--- src/hdl/smcs_fifo.sv ---
// Short item queue between the front and back parts.
module smcs_fifo #(
  parameter int WIDTH = 8,
  parameter int DEPTH = 2
) (
  input  logic             clk,
  input  logic             rst,
  input  logic             push_valid,
  output logic             push_ready,
  input  logic [WIDTH-1:0] push_data,
  output logic             pop_valid,
  input  logic             pop_ready,
  output logic [WIDTH-1:0] pop_data
);

  localparam int PW = $clog2(DEPTH);
  localparam int NW = $clog2(DEPTH + 1);
  localparam logic [PW-1:0] PTR_LAST = PW'(DEPTH - 1);
  localparam logic [NW-1:0] FILL_MAX = NW'(DEPTH);

  logic [WIDTH-1:0] slots [DEPTH];
  logic [PW-1:0]    wr_ptr;
  logic [PW-1:0]    rd_ptr;
  logic [NW-1:0]    fill;
  logic             do_push;
  logic             do_pop;

  assign push_ready = (fill != FILL_MAX);
  assign pop_valid  = (fill != '0);
  assign pop_data   = slots[rd_ptr];
  assign do_push    = push_valid && push_ready;
  assign do_pop     = pop_valid && pop_ready;

  always_ff @(posedge clk) begin
    if (do_push) begin
      slots[wr_ptr] <= push_data;
    end
  end

  always_ff @(posedge clk) begin
    if (rst) begin
      wr_ptr <= '0;
      rd_ptr <= '0;
      fill   <= '0;
    end else begin
      if (do_push) begin
        wr_ptr <= (wr_ptr == PTR_LAST) ? '0 : wr_ptr + 1'b1;
      end
      if (do_pop) begin
        rd_ptr <= (rd_ptr == PTR_LAST) ? '0 : rd_ptr + 1'b1;
      end
      if (do_push && !do_pop) begin
        fill <= fill + 1'b1;
      end else if (do_pop && !do_push) begin
        fill <= fill - 1'b1;
      end
    end
  end

endmodule

--- config.mk ---
export PLATFORM = sky130hd
export DESIGN_NAME = smcs_fifo
export DESIGN_NICKNAME = d
export VERILOG_FILES = /design/src/hdl/smcs_fifo.sv
export SDC_FILE = /design/constraint.sdc
export NUM_CORES = 1
export LEC_CHECK = 0
export ABC_CLOCK_PERIOD_IN_PS = 1500
export BUFFER_PORTS_ARGS = -buffer_cell sky130_fd_sc_hd__buf_4
export CAP_MARGIN = 30
export CELL_PAD_IN_SITES_DETAIL_PLACEMENT = 0
export CELL_PAD_IN_SITES_GLOBAL_PLACEMENT = 1
export CORE_ASPECT_RATIO = 1.5
export CORE_UTILIZATION = 36
export DETAILED_ROUTE_END_ITERATION = 16
export HOLD_SLACK_MARGIN = 0.06
export PLACE_DENSITY_LB_ADDON = 0.25
export REMOVE_ABC_BUFFERS = 1
export SKIP_LAST_GASP = 1
export SLEW_MARGIN = 10
export SYNTH_ARGS = -nofsm -noshare
export SYNTH_HDL_FRONTEND = slang
export SYNTH_SLANG_ARGS = --single-unit
--- constraint.sdc ---
create_clock -name clk -period 1.5 [get_ports clk]
set_input_delay 0.15 -clock clk [delete_from_list [all_inputs] [get_ports clk]]
set_output_delay 0.15 -clock clk [all_outputs]
set_load 0.1 [all_outputs]
==> metrics.csv <==
stage,metric,value,unit
critical_path,crit_required,1.35,ns
cts,cts_sinks,21,
layout,drive_gt1_share,52.9,%
run_status,status,"complete, no violations",
drt,first_iter_violations,2,
cts,htree_levels,1,
critical_path,worstSetupEndpoint,pop_data[3],
floorplanning,core_area,2080,sq um
critical_path,r2r_setup_slack,0.08,ns
drt,ant_nets,0,
critical_path,critPathKind,flip-flop to primary output,
logic_synthesis,synthTopCellsByArea,"edfxtp_1 (60%), dfxtp_1 (12%), mux2_2 (11%), xor2_1 (3.3%), nand2b_4 (1.7%)",
placed_design,placed_area,1040,sq um
sta,fmax,0.697,GHz
cts,cts_tree,done,
global_routing,grt.overflow.total,0,
sta,setup_viol,0,
floorplanning,ios,22,
critical_path,crit_path_end_kind,primary output,
floorplanning,start_util,38.8,%
cts,post_cts_buffers,0,
pwr,combPwrFrac,55.8,%
floorplanning,fp.dieH,59.9,um
pwr,ir_drop,1.44,mV
logic_synthesis,synthesis.instances,49,
logic_synthesis,ys_seq_area_share,72.0,%
drt,drc_errors,0,
logic_synthesis,synth_top_area_cell,edfxtp_1,
critical_path,r2r-start,fill[0]$_SDFFE_PP0P_,
placed_design,dp_hpwl,955,um
layout,fillers,181,
critical_path,cp_top_family,flip-flops,
drt,vias,519,
layout,final_util,57.8,%
drt,routedWlPerCell,12.1,um
placed_design,io_buffers,21,
logic_synthesis,synth_top_cell_area_share,59.6,%
floorplanning,die_w,40.6,um
critical_path,slowest_delay,0.42,ns
layout,fin_area,1200,sq um
cts,cts.reportedPaths.clkPinSlew,0.11,ns
placed_design,routabilityCongestion,0.634,
global_routing,grt_pass1_vias,535,
pwr,p_int,1300,uW
critical_path,crit_fanout,8,
pwr,p_switching,1150,uW
sta,fin_setup_tns,0,ns
critical_path,crit_path_top_delay_cell,dfxtp_4,
cts,clk_latency,0.29,ns
critical_path,r2r-end,fill[1]$_SDFFE_PP0P_,
layout,area_growth,48.9,%
pwr,power,2450,uW
layout,antenna_cells,0,
logic_synthesis,synth_warnings,0,
sta,period_needed,1.44,ns
critical_path,path_depth,2,
global_routing,antenna_found_initial,0,
min_path,hold_path_class,input port to flip-flop,
sta,skew,0.00146,ns
critical_path,crit_chain,mux2_2 > buf_4,
global_routing,grt_first_pass_wirelength,2120,um
sta,worst-slew-pin-transition,0.323,ns
logic_synthesis,avgSynthCellArea,16.4,sq um
run,max_cap_viol_count,0,
drt,drt_wl_total,1320,um
floorplanning,fp.dieArea,2440,sq um
pwr,pwr-share-clk,10.6,%
critical_path,r2r_cells,6,
logic_synthesis,synth.cell_area,806,sq um
sta,finalHoldViolCount,0,
drt,viasPerCell,4.76,
cts,cts_buffers,3,
global_routing,grt_util_all_layers,12.8,%
sta,slew_viol_final,0,
critical_path,crit_buf_inv,1,
logic_synthesis,ys_types,17,
cts,cts-root-buf,clkbuf_4,
layout,final_nets,101,
pwr,p_sw_share,46.9,%
cts,cts_buffer_depth,2,
pwr,leakage,0.000477,uW
sta,rsz0062_at_grt,false,
critical_path,critical_path_arrival,1.29,ns
pwr,pwr-share-seq,33.6,%
logic_synthesis,yosys_register_bits,21,
pwr,powerDensity,2040,nW/um^2
floorplanning,rows,20,
sta,maxSlewHeadroom,78.5,%
sta,period_share,95.7,%
global_routing,grt_max_degree,12,
drt,first_pass_iters,4,
critical_path,worstSetupStartpointType,flip-flop,
==> metal layers <==
| layer | track usage (%) | vias up | wire length, um |
|---|---|---|---|
| li1 | - | 259 | - |
| met1 | 13.6 | 245 | 543 |
| met2 | 22.9 | 15 | 726 |
| met3 | 2.23 | 0 | 53 |
| met4 | 5.71 | 0 | 0 |
| met5 | 0 | - | 0 |
==> final cells by class <==
cell class | count | area (sq um) | area share [%]
flip-flops and latches | 21 | 587 | 48.9
multi-input cells | 26 | 235 | 19.6
clock buffers | 4 | 26.3 | 2.19
repair buffers | 35 | 320 | 26.7
well taps | 22 | 27.5 | 2.29
inverters | 1 | 3.75 | 0.313
==> per-stage QoR <==
stage          worst slack (ns)  hold slack, ns  cells
2_1_floorplan            -0.219           0.219     48
3_5_place_dp             0.0214           0.342     96
6_report                 0.0644           0.155    109
3_3_place_gp             0.0530           0.335     96
4_1_cts                 0.00965           0.138    109
5_1_grt                0.000452           0.154    109
==> synth_stat cells <==
cell type,instances
ha_1,1
or3_1,1
nand2b_4,1
and3_1,1
nand3b_1,1
dfxtp_1,5
and2_1,1
edfxtp_1,16
mux2_2,8
nor2_1,3
buf_2,1
a21oi_1,2
o21ai_0,2
or2_2,1
inv_1,1
a21bo_2,1
xor2_1,3
==> worst min-delay path by stage <==
stage / startpoint / to / depth (start not counted)
6_report: push_valid / wr_ptr$_SDFFE_PP0N_ / 3
4_1_cts: push_valid / wr_ptr$_SDFFE_PP0N_ / 3
3_3_place_gp: push_data[7] / slots[0][7]$_DFFE_PP_ / 1
3_5_place_dp: push_data[1] / slots[0][1]$_DFFE_PP_ / 1
5_1_grt: push_valid / wr_ptr$_SDFFE_PP0N_ / 3
2_1_floorplan: rst / fill[1]$_SDFFE_PP0P_ / 1
==> worst min-delay path: stages <==
cell,delay [ns]
buf_4,0.10
a21bo_2,0.11
a21oi_1,0.05
==> registers in the layout, indices dropped and copies added, names as in the netlist, named ones only <==
signal,flops
slots,16
fill,2
wr_ptr,1
rd_ptr,1
==> cell usage in the layout (no fill, tap or decap), drive strengths merged <==
cell type	netlist	routed
or3	1	1
clkbuf	0	4
nand3b	1	1
inv	1	1
o21ai	2	2
and2	1	1
dfxtp	5	5
ha	1	1
nand2b	1	1
buf	1	26
nor2	3	3
dlygate4sd3	0	9
mux2	8	8
edfxtp	16	16
and3	1	1
a21oi	2	2
xor2	3	3
or2	1	1
a21bo	1	1
==> power by group through the flow <==
| stage | Combinational (uW) | Clock [uW] | Sequential [uW] |
|---|---|---|---|
| 3_3_place_gp | 1270 | 0 | 819 |
| 3_5_place_dp | 1270 | 0 | 823 |
| 6_report | 1370 | 259 | 822 |
| 5_1_grt | 1440 | 293 | 841 |
| 2_1_floorplan | 980 | 0 | 809 |
| 4_1_cts | 1290 | 270 | 818 |
==> what timing repair did <==
item / 4_1_cts / 5_1_grt
pin swaps: 0 / 1
gates resized for setup: 3 / 11
hold buffers: 9 / 0
setup endpoints to repair: 9 / 7
hold endpoints to repair: 21 / 0
==> logic make-up (layout without fill, tap and decap cells) <==
kind of cell               after synthesis  count (layout)  synth area share [%]
and+or+nand+nor                          9               9                  7.14
xor gates and xnor gates                 3               3                  3.26
adders and majority gates                1               1                  1.55
buffers and inverters                    2              40                  1.09
DFF                                     21              21                  72.1
muxes                                    8               8                  11.2
AOI/OAI and AO/OA                        5               5                  3.73
(Power assumes the default switching activity.)
